**config.mk**
```make
export PLATFORM = sky130hd
export DESIGN_NAME = lru_pinned_tag_cache_top
export DESIGN_NICKNAME = d
export VERILOG_FILES = /design/src/rtl/core/lptc_pkg.sv /design/src/rtl/core/lptc_datapath.sv /design/src/rtl/core/lptc_ctrl.sv /design/src/rtl/core/lru_pinned_tag_cache_top.sv
export SDC_FILE = /design/constraint.sdc
export NUM_CORES = 2
export LEC_CHECK = 0
export BUFFER_PORTS_ARGS = -buffer_cell sky130_fd_sc_hd__buf_2
export CORE_MARGIN = 4
export CORE_UTILIZATION = 60
export DETAILED_ROUTE_END_ITERATION = 12
export PLACE_DENSITY = 0.75
export SETUP_SLACK_MARGIN = 0.3
export SYNTH_ARGS = -nofsm -noshare
export SYNTH_HDL_FRONTEND = slang
export SYNTH_HIERARCHICAL = 1
export SYNTH_SLANG_ARGS = --single-unit
```
**constraint.sdc**
```tcl
create_clock -name clock -period 14.9 [get_ports clock]
set_input_delay 2.98 -clock clock [delete_from_list [all_inputs] [get_ports clock]]
set_output_delay 2.98 -clock clock [all_outputs]
set_load 0.01 [all_outputs]
```
**src/rtl/core/lptc_pkg.sv**
```systemverilog
package lptc_pkg;

   typedef enum logic [2:0] {
      KIND_LOOKUP = 3'd0,
      KIND_TRY_INSERT = 3'd1,
      KIND_ALLOCATE = 3'd2,
      KIND_REMOVE = 3'd3,
      KIND_ADD_REF = 3'd4,
      KIND_DROP_REF = 3'd5
   } kind_type;

   typedef enum logic [2:0] {
      ST_OK = 3'd0,
      ST_INVALID_TAG = 3'd1,
      ST_NOT_FOUND = 3'd2,
      ST_NO_SPACE = 3'd3,
      ST_STILL_REF = 3'd4
   } status_type;

   localparam int TAG_W = 64;
   localparam int KIND_W = 3;
   localparam int STATUS_W = 3;
   localparam int SLOT_W = 4;
   localparam int COUNT_W = 5;

   // controller -> datapath
   typedef struct packed {
      logic load;        // capture request, start compare
      logic scan_start;  // begin victim walk
      logic scan_step;   // advance victim walk one position
      logic commit;      // apply the update and build result
   } dp_cmd_type;

   // datapath -> controller
   typedef struct packed {
      logic scan_done;
   } dp_stat_type;

endpackage

```
**src/rtl/core/lptc_datapath.sv**
```systemverilog
module lptc_datapath #(
   parameter int ENTRIES = 16,
   parameter int REF_BITS = 8
) (
   input  logic                          clock,
   input  logic                          reset,
   input  lptc_pkg::dp_cmd_type          cmd,
   output lptc_pkg::dp_stat_type         stat,
   input  logic [lptc_pkg::KIND_W-1:0]   req_kind,
   input  logic [lptc_pkg::TAG_W-1:0]    req_tag,
   output logic [lptc_pkg::STATUS_W-1:0] res_status,
   output logic [lptc_pkg::SLOT_W-1:0]   res_slot,
   output logic                          res_fill,
   output logic                          res_clear,
   output logic [lptc_pkg::COUNT_W-1:0]  res_used,
   output logic [lptc_pkg::COUNT_W-1:0]  res_pinned
);
   localparam int IW = (ENTRIES > 1) ? $clog2(ENTRIES) : 1;
   localparam int CW = $clog2(ENTRIES + 1);
   localparam logic [REF_BITS-1:0] REF_MAX = {REF_BITS{1'b1}};

   logic [lptc_pkg::TAG_W-1:0] tags_ff [ENTRIES];
   logic [ENTRIES-1:0]         valid_ff;
   logic [REF_BITS-1:0]        refs_ff [ENTRIES];
   logic [IW-1:0]              order_ff [ENTRIES]; // position 0 least recent

   logic [lptc_pkg::KIND_W-1:0] kind_ff;
   logic [lptc_pkg::TAG_W-1:0]  tag_ff;
   logic [ENTRIES-1:0]          match_ff;
   logic [IW:0]                 pos_ff;
   logic                        vfound_ff;
   logic [IW-1:0]               vslot_ff;
   logic [CW-1:0]               used_ff, pinned_ff;

   // match vector registered at load
   logic [ENTRIES-1:0] match_in;
   always_comb begin
      for (int i = 0; i < ENTRIES; i++)
         match_in[i] = valid_ff[i] && (tags_ff[i] == req_tag);
   end

   // lowest matching slot
   logic          hit;
   logic [IW-1:0] hit_slot;
   always_comb begin
      hit = 1'b0;
      hit_slot = '0;
      for (int i = ENTRIES - 1; i >= 0; i--)
         if (match_ff[i]) begin
            hit = 1'b1;
            hit_slot = IW'(i);
         end
   end

   logic [IW-1:0] cur_slot;
   logic          cur_free;
   assign cur_slot = order_ff[pos_ff[IW-1:0]];
   assign cur_free = !valid_ff[cur_slot] || (refs_ff[cur_slot] == '0);
   assign stat.scan_done = vfound_ff || (pos_ff == (IW+1)'(ENTRIES));

   always_ff @(posedge clock) begin
      if (cmd.load) begin
         kind_ff  <= req_kind;
         tag_ff   <= req_tag;
         match_ff <= match_in;
      end
      if (cmd.scan_start) begin
         pos_ff    <= '0;
         vfound_ff <= 1'b0;
      end else if (cmd.scan_step && !stat.scan_done) begin
         if (cur_free) begin
            vfound_ff <= 1'b1;
            vslot_ff  <= cur_slot;
         end else begin
            pos_ff <= pos_ff + 1'b1;
         end
      end
   end

   // commit: decide outcome
   logic          do_alloc, do_hit_mru, do_remove, do_inc, do_dec;
   logic [2:0]    st;
   logic [IW-1:0] tslot;
   always_comb begin
      do_alloc = 1'b0; do_hit_mru = 1'b0; do_remove = 1'b0;
      do_inc = 1'b0; do_dec = 1'b0;
      st = lptc_pkg::ST_OK;
      tslot = hit_slot;
      if (tag_ff == '0 || kind_ff > lptc_pkg::KIND_DROP_REF) begin
         st = lptc_pkg::ST_INVALID_TAG;
      end else if (kind_ff == lptc_pkg::KIND_ALLOCATE ||
                   (kind_ff == lptc_pkg::KIND_TRY_INSERT && !hit)) begin
         if (vfound_ff) begin
            do_alloc = 1'b1;
            tslot = vslot_ff;
         end else begin
            st = lptc_pkg::ST_NO_SPACE;
         end
      end else if (!hit) begin
         st = lptc_pkg::ST_NOT_FOUND;
      end else begin
         case (kind_ff)
            lptc_pkg::KIND_LOOKUP, lptc_pkg::KIND_TRY_INSERT: begin
               do_hit_mru = 1'b1;
               do_inc = 1'b1;
            end
            lptc_pkg::KIND_REMOVE: begin
               if (refs_ff[hit_slot] > REF_BITS'(1)) st = lptc_pkg::ST_STILL_REF;
               else do_remove = 1'b1;
            end
            lptc_pkg::KIND_ADD_REF: do_inc = 1'b1;
            default: do_dec = 1'b1;
         endcase
      end
   end

   logic [IW-1:0] tpos;
   always_comb begin
      tpos = '0;
      for (int p = 0; p < ENTRIES; p++)
         if (order_ff[p] == tslot) tpos = IW'(p);
   end

   // counts of next state, registered at commit
   logic [CW-1:0] used_in, pinned_in;
   always_comb begin
      used_in = used_ff;
      pinned_in = pinned_ff;
      if (do_alloc) begin
         if (!valid_ff[tslot]) used_in = used_ff + 1'b1;
         pinned_in = pinned_ff + 1'b1; // victim had no references
      end else if (do_remove) begin
         used_in = used_ff - 1'b1;
         if (refs_ff[tslot] != '0) pinned_in = pinned_ff - 1'b1;
      end else if (do_inc) begin
         if (refs_ff[tslot] == '0) pinned_in = pinned_ff + 1'b1;
      end else if (do_dec) begin
         if (refs_ff[tslot] == REF_BITS'(1)) pinned_in = pinned_ff - 1'b1;
      end
   end

   always_ff @(posedge clock) begin
      if (reset) begin
         valid_ff  <= '0;
         used_ff   <= '0;
         pinned_ff <= '0;
         for (int i = 0; i < ENTRIES; i++) begin
            refs_ff[i]  <= '0;
            tags_ff[i]  <= '0;
            order_ff[i] <= IW'(ENTRIES - 1 - i);
         end
      end else if (cmd.commit) begin
         used_ff   <= used_in;
         pinned_ff <= pinned_in;
         if (do_alloc) begin
            valid_ff[tslot] <= 1'b1;
            refs_ff[tslot]  <= REF_BITS'(1);
            tags_ff[tslot]  <= tag_ff;
         end
         if (do_remove) begin
            valid_ff[tslot] <= 1'b0;
            refs_ff[tslot]  <= '0;
            tags_ff[tslot]  <= '0;
         end
         if (do_inc && refs_ff[tslot] != REF_MAX) refs_ff[tslot] <= refs_ff[tslot] + 1'b1;
         if (do_dec && refs_ff[tslot] != '0) refs_ff[tslot] <= refs_ff[tslot] - 1'b1;
         if (do_alloc || do_hit_mru) begin
            for (int p = 0; p < ENTRIES - 1; p++)
               if (IW'(p) >= tpos) order_ff[p] <= order_ff[p + 1];
            order_ff[ENTRIES - 1] <= tslot;
         end
         if (do_remove) begin
            for (int p = 1; p < ENTRIES; p++)
               if (IW'(p) <= tpos) order_ff[p] <= order_ff[p - 1];
            order_ff[0] <= tslot;
         end
         res_status <= st;
         res_slot   <= (st == lptc_pkg::ST_OK) ? lptc_pkg::SLOT_W'(tslot) : '0;
         res_fill   <= do_alloc;
         res_clear  <= (do_alloc && valid_ff[tslot]) || do_remove;
         res_used   <= lptc_pkg::COUNT_W'(used_in);
         res_pinned <= lptc_pkg::COUNT_W'(pinned_in);
      end
   end
endmodule

```
**src/rtl/core/lptc_ctrl.sv**
```systemverilog
module lptc_ctrl (
   input  logic                  clock,
   input  logic                  reset,
   input  logic                  req_tvalid,
   output logic                  req_tready,
   output logic                  rsp_tvalid,
   input  logic                  rsp_tready,
   output lptc_pkg::dp_cmd_type  cmd,
   input  lptc_pkg::dp_stat_type stat
);
   typedef enum logic [1:0] {S_IDLE, S_SCAN, S_COMMIT, S_OUT} state_type;
   state_type state_ff;
   logic      rvalid_ff;

   assign req_tready = (state_ff == S_IDLE);
   assign rsp_tvalid = rvalid_ff;

   always_comb begin
      cmd = '0;
      cmd.load = (state_ff == S_IDLE) && req_tvalid;
      cmd.scan_start = cmd.load;
      cmd.scan_step = (state_ff == S_SCAN);
      cmd.commit = (state_ff == S_COMMIT);
   end

   always_ff @(posedge clock) begin
      if (reset) begin
         state_ff  <= S_IDLE;
         rvalid_ff <= 1'b0;
      end else begin
         case (state_ff)
            S_IDLE: if (req_tvalid) state_ff <= S_SCAN;
            S_SCAN: if (stat.scan_done) state_ff <= S_COMMIT;
            S_COMMIT: begin
               rvalid_ff <= 1'b1;
               state_ff  <= S_OUT;
            end
            S_OUT: if (rsp_tready) begin
               rvalid_ff <= 1'b0;
               state_ff  <= S_IDLE;
            end
            default: state_ff <= S_IDLE;
         endcase
      end
   end
endmodule

```
**src/rtl/core/lru_pinned_tag_cache_top.sv**
```systemverilog
// Flow: a request is accepted in S_IDLE, the victim walk runs in S_SCAN, the update is
// applied in S_COMMIT and the response word is held in S_OUT until taken; the victim
// walk steps one recency position per cycle until an unpinned slot, or through all
// ENTRIES positions when there is none. Throughput: one request at a time; the next
// request is taken the cycle after the response word leaves.
// Reset (synchronous, high): directory empty, refs zero, highest slot least recent.
module lru_pinned_tag_cache_top #(
   parameter int ENTRIES = 16,
   parameter int REF_BITS = 8
) (
   input  logic        clock,
   input  logic        reset,
   input  logic        req_tvalid,
   output logic        req_tready,
   input  logic [71:0] req_tdata,  // [2:0] kind, [66:3] tag, [71:67] zero
   output logic        rsp_tvalid,
   input  logic        rsp_tready,
   output logic [23:0] rsp_tdata   // [2:0] status, [6:3] slot, [7] newly_allocated,
                                   // [8] evicted, [13:9] entries_in_use,
                                   // [18:14] entries_pinned, [23:19] zero
);
   lptc_pkg::dp_cmd_type  cmd;
   lptc_pkg::dp_stat_type stat;
   logic [2:0] st;
   logic [3:0] sl;
   logic       fl, cl;
   logic [4:0] us, pn;

   lptc_ctrl u_ctrl (
      .clock(clock), .reset(reset), .req_tvalid(req_tvalid), .req_tready(req_tready),
      .rsp_tvalid(rsp_tvalid), .rsp_tready(rsp_tready), .cmd(cmd), .stat(stat)
   );

   lptc_datapath #(.ENTRIES(ENTRIES), .REF_BITS(REF_BITS)) u_dp (
      .clock(clock), .reset(reset), .cmd(cmd), .stat(stat),
      .req_kind(req_tdata[2:0]), .req_tag(req_tdata[66:3]),
      .res_status(st), .res_slot(sl), .res_fill(fl), .res_clear(cl),
      .res_used(us), .res_pinned(pn)
   );

   assign rsp_tdata = {5'd0, pn, us, cl, fl, sl, st};
endmodule

```
==> impl_metrics.csv <==
group,metric,value,unit
place,globalplace.congestion,1.005,
power,leakage,25.40,nW
logic_synthesis,synth_top_family_by_area,"simple AND/OR/NAND/NOR gates",
run,drv_cap,0,
floorplan,dieHeight,338.1,um
power,switching_share,32.47,%
layout,final_cell_mix,"edfxtp_1 (1306), nor2_1 (1260), xnor2_1 (455)",
timing,fmax,131.7,MHz
grt,grt_pass1_vias,46340,
timing,holdWs,0.4873,ns
worst_setup_path,crit_arrival,8.05,ns
logic_synthesis,netlist.area_leader.share,59.97,%
timing,final_max_slew_viol_count,0,
worst_setup_path,critPathKind,"flop to flop",
grt,grt.overflow.total,0,
grt,grt_usage,42.05,%
timing,slew_headroom,12.92,%
drt,drtPass1Iterations,9,
floorplan,row_count,120,
logic_synthesis,ys_seq_area_share,61.66,%
worst_setup_path,critPathSlowestCell,"a22oi_2",
drt,vias,49700,
logic_synthesis,synth_top_area_cell,"edfxtp_1",
layout,final_area,0.07166,mm^2
logic_synthesis,synth-seq-cells,1361,
clock_network,clkSlewWorstSetupHoldPaths,0.06,ns
logic_synthesis,yosys_warnings,6,
drt,postRouteAntennaNets,0,
power,ir_drop,157.0,uV
worst_setup_path,crit_top_cell,"buf_4",
worst_setup_path,r2r-start,"u_dp/tag_ff[3]",
drt,wl_per_cell,35.14,um
timing,fin_crit,7.595,ns
clock_network,cts_buffers,141,
worst_setup_path,required,15.35,ns
grt,grt_max_degree,66,
drt,vias_per_cell,7.058,
timing,final-hold-violation-count,0,
drt,dr.first_iter.drc_count,9252,
logic_synthesis,syn-cell-area,0.06539,mm^2
drt,routed_wl,247400,um
logic_synthesis,synth_xor_area_share,11.80,%
drt,post-route-drc-count,0,
place,placed_area,0.06726,mm^2
logic_synthesis,ys.flop_type,"edfxtp_1",
layout,drive_above_1_share,10.02,%
worst_setup_path,start_kind,"flop",
power,netSwitchingPower,0.003268,W
clock_network,cts_tree,"yes",
timing,final.setup_skew,0.04713,ns
worst_setup_path,critPathCaptureType,"flop",
power,power_density,140.4,mW/mm^2
floorplan,start_util,60.74,%
power,pwr-share-comb,21.2,%
clock_network,cts_setup_buffers,0,
clock_network,cts_sinks,1361,
logic_synthesis,synthTopCellsByArea,"edfxtp_1 (60%), nor2_1 (7.2%), xnor2_1 (6.1%)",
logic_synthesis,syn_inst,5548,
logic_synthesis,ys_types,94,
floorplan,dieArea,0.1143,mm^2
logic_synthesis,muxShareOfSynthArea,3.046,%
logic_synthesis,synth_fa_ha_area_share,0.2679,%
min_path,min_path_type,"flop to flop",
clock_network,holdBufCountCts,0,
outcome,status,"complete, no violations",
clock_network,clk_latency,0.79,ns
floorplan,core,0.1077,mm^2
floorplan,io_pins,102,
logic_synthesis,synth_compound_area_share,6.050,%
layout,layout_commonest_cell,"edfxtp_1",
timing,max_slew.worst_pin.slew,1.306,ns
worst_setup_path,critPathMaxStageDelay,1.06,ns
worst_setup_path,crit_fanout,59,
logic_synthesis,ys_async_sr_fraction,0,%
min_path,min_from,"u_ctrl/rsp_tvalid",
clock_network,clockBufferDepth,3,
min_path,hold_end,"u_ctrl/rsp_tvalid",
power,p_clk_share,33.8,%
min_path,holdPathStages,2,
clock_network,cts_resized,0,
layout,syn_to_final_growth,9.594,%
power,intPower,0.006796,W
place,numPortBuffers,91,
timing,setup_viol,0,
worst_setup_path,crit_chain,"nor4_2 > nand4_1 > nor4_2 > buf_4 > or4_1 > buf_4 > mux2i_4 > buf_4 > mux2i_1 > a221oi_1 > nor4_4 > nand2_1 > nor4b_1 > xnor2_1 > a22oi_2 > nor2_1",
worst_setup_path,worst_r2r_endpoint,"u_dp/refs_ff[13][5]",
place,dpl.hpwl,146300,um
power,power_frac_seq,45.0,%
timing,finalCritPeriodShare,50.97,%
timing,fin_setup_tns,0,ns
clock_network,root_buffer,"clkbuf_16",
clock_network,htreeDepth,4,
worst_setup_path,ff2ff_path_depth,16,
grt,antenna_found_initial,23,
floorplan,die_w,338.1,um
grt,grt_pass1_wl,339000,um
timing,rsz0062_at_grt,"false",
logic_synthesis,avgSynthCellArea,11.79,um^2
layout,nets,5604,
logic_synthesis,synth_edf_count,1306,
logic_synthesis,yosys.area_share.simple,13.77,%
worst_setup_path,rrSetupSlack,7.30,ns
through the flow:
step                power [W]  setup WS, ns  utilization [%]  cells
detailed placement   0.006610         7.330            62.48   6774
CTS                  0.009933         7.322            66.51   7020
global route          0.01024         7.233            66.52   7020
global placement     0.006573         7.421            62.48   6774
floorplan            0.005737         8.844                -   5552
finish                0.01006         7.305            66.57   7041
logic make-up after synthesis:
group,count (synthesis)
flip-flops,1361
buffers and inverters,554
AND/OR/NAND/NOR,2042
AO/OA/AOI/OAI,533
adder cells (fa/ha/maj),14
XOR/XNOR,881
other,1
multiplexers,162
power groups by stage:
stage | Clock (W) | Sequential [W] | Combinational, W
finish | 0.00340 | 0.00453 | 0.00213
floorplan | 0 | 0.00456 | 0.00117
CTS | 0.00339 | 0.00453 | 0.00201
detailed placement | 0 | 0.00460 | 0.00201
global route | 0.00357 | 0.00454 | 0.00213
global placement | 0 | 0.00459 | 0.00198
cells in the mapped netlist (24+ instances only):
cell type / instances
dfxtp_1: 55
buf_1: 91
edfxtp_1: 1306
o21ai_0: 57
a22oi_1: 29
inv_1: 146
o22ai_1: 78
nand3_1: 43
a211oi_1: 33
nand2_1: 250
o2bb2ai_1: 32
nand4_1: 157
mux4_2: 25
mux2i_1: 118
xor2_1: 426
nor4_1: 184
clkbuf_1: 261
a21oi_1: 77
nor2_1: 1261
buf_4: 24
nor3_1: 59
xnor2_1: 455
a221oi_1: 55
layout make-up:
class	instances	area [um^2]
fillers	7859	35990
clock inverters	69	586.8
repair buffers	219	1416
multi-input cells	3637	23200
clock buffers	177	3756
diodes	21	52.55
well taps	1403	1755
flip-flops and latches	1361	40320
inverters	154	578.1
layer usage:
| metal | GRT usage, % | vias up | part of all wire, % |
|---|---|---|---|
| li1 | - | 19690 | - |
| met1 | 51.84 | 24090 | 31 |
| met2 | 60.92 | 4696 | 42 |
| met3 | 14.46 | 1210 | 17 |
| met4 | 32.70 | 8 | 9.8 |
| met5 | 0 | - | 0.066 |
worst max path at each step:
stage / from / endpoint / slack, ns / depth (start not counted)
floorplan: reset / u_dp/tags_ff[15][0] / 8.84 / 8
global placement: u_dp/tag_ff[2] / u_dp/refs_ff[12][2] / 7.42 / 20
detailed placement: u_dp/tag_ff[2] / u_dp/refs_ff[14][2] / 7.33 / 20
CTS: u_dp/tag_ff[2] / u_dp/refs_ff[8][2] / 7.32 / 20
global route: u_dp/tag_ff[3] / u_dp/refs_ff[3][2] / 7.23 / 20
finish: u_dp/tag_ff[3] / u_dp/refs_ff[13][5] / 7.30 / 16
registers in the layout, indices dropped and copies added (netlist names), 5 cells and up, named ones only:
register and count:
u_dp/match_ff 16, u_dp/pinned_ff 5, u_dp/used_ff 5, u_dp/res_used 5, u_dp/order_ff 64, u_dp/valid_ff 16
u_dp/tag_ff 64, u_dp/res_pinned 5, u_dp/refs_ff 128, u_dp/pos_ff 5, u_dp/tags_ff 1024
worst max-delay path: cells and delay by family (launching register included):
family	cells	cell delay (ns)
and+or+nand+nor	8	3.13
DFF	1	0.40
AOI/OAI and AO/OA	2	1.31
buffers and inverters	3	1.43
xor gates and xnor gates	1	0.13
muxes	2	0.84
Note: power is estimated with default switching activity, not from simulation.
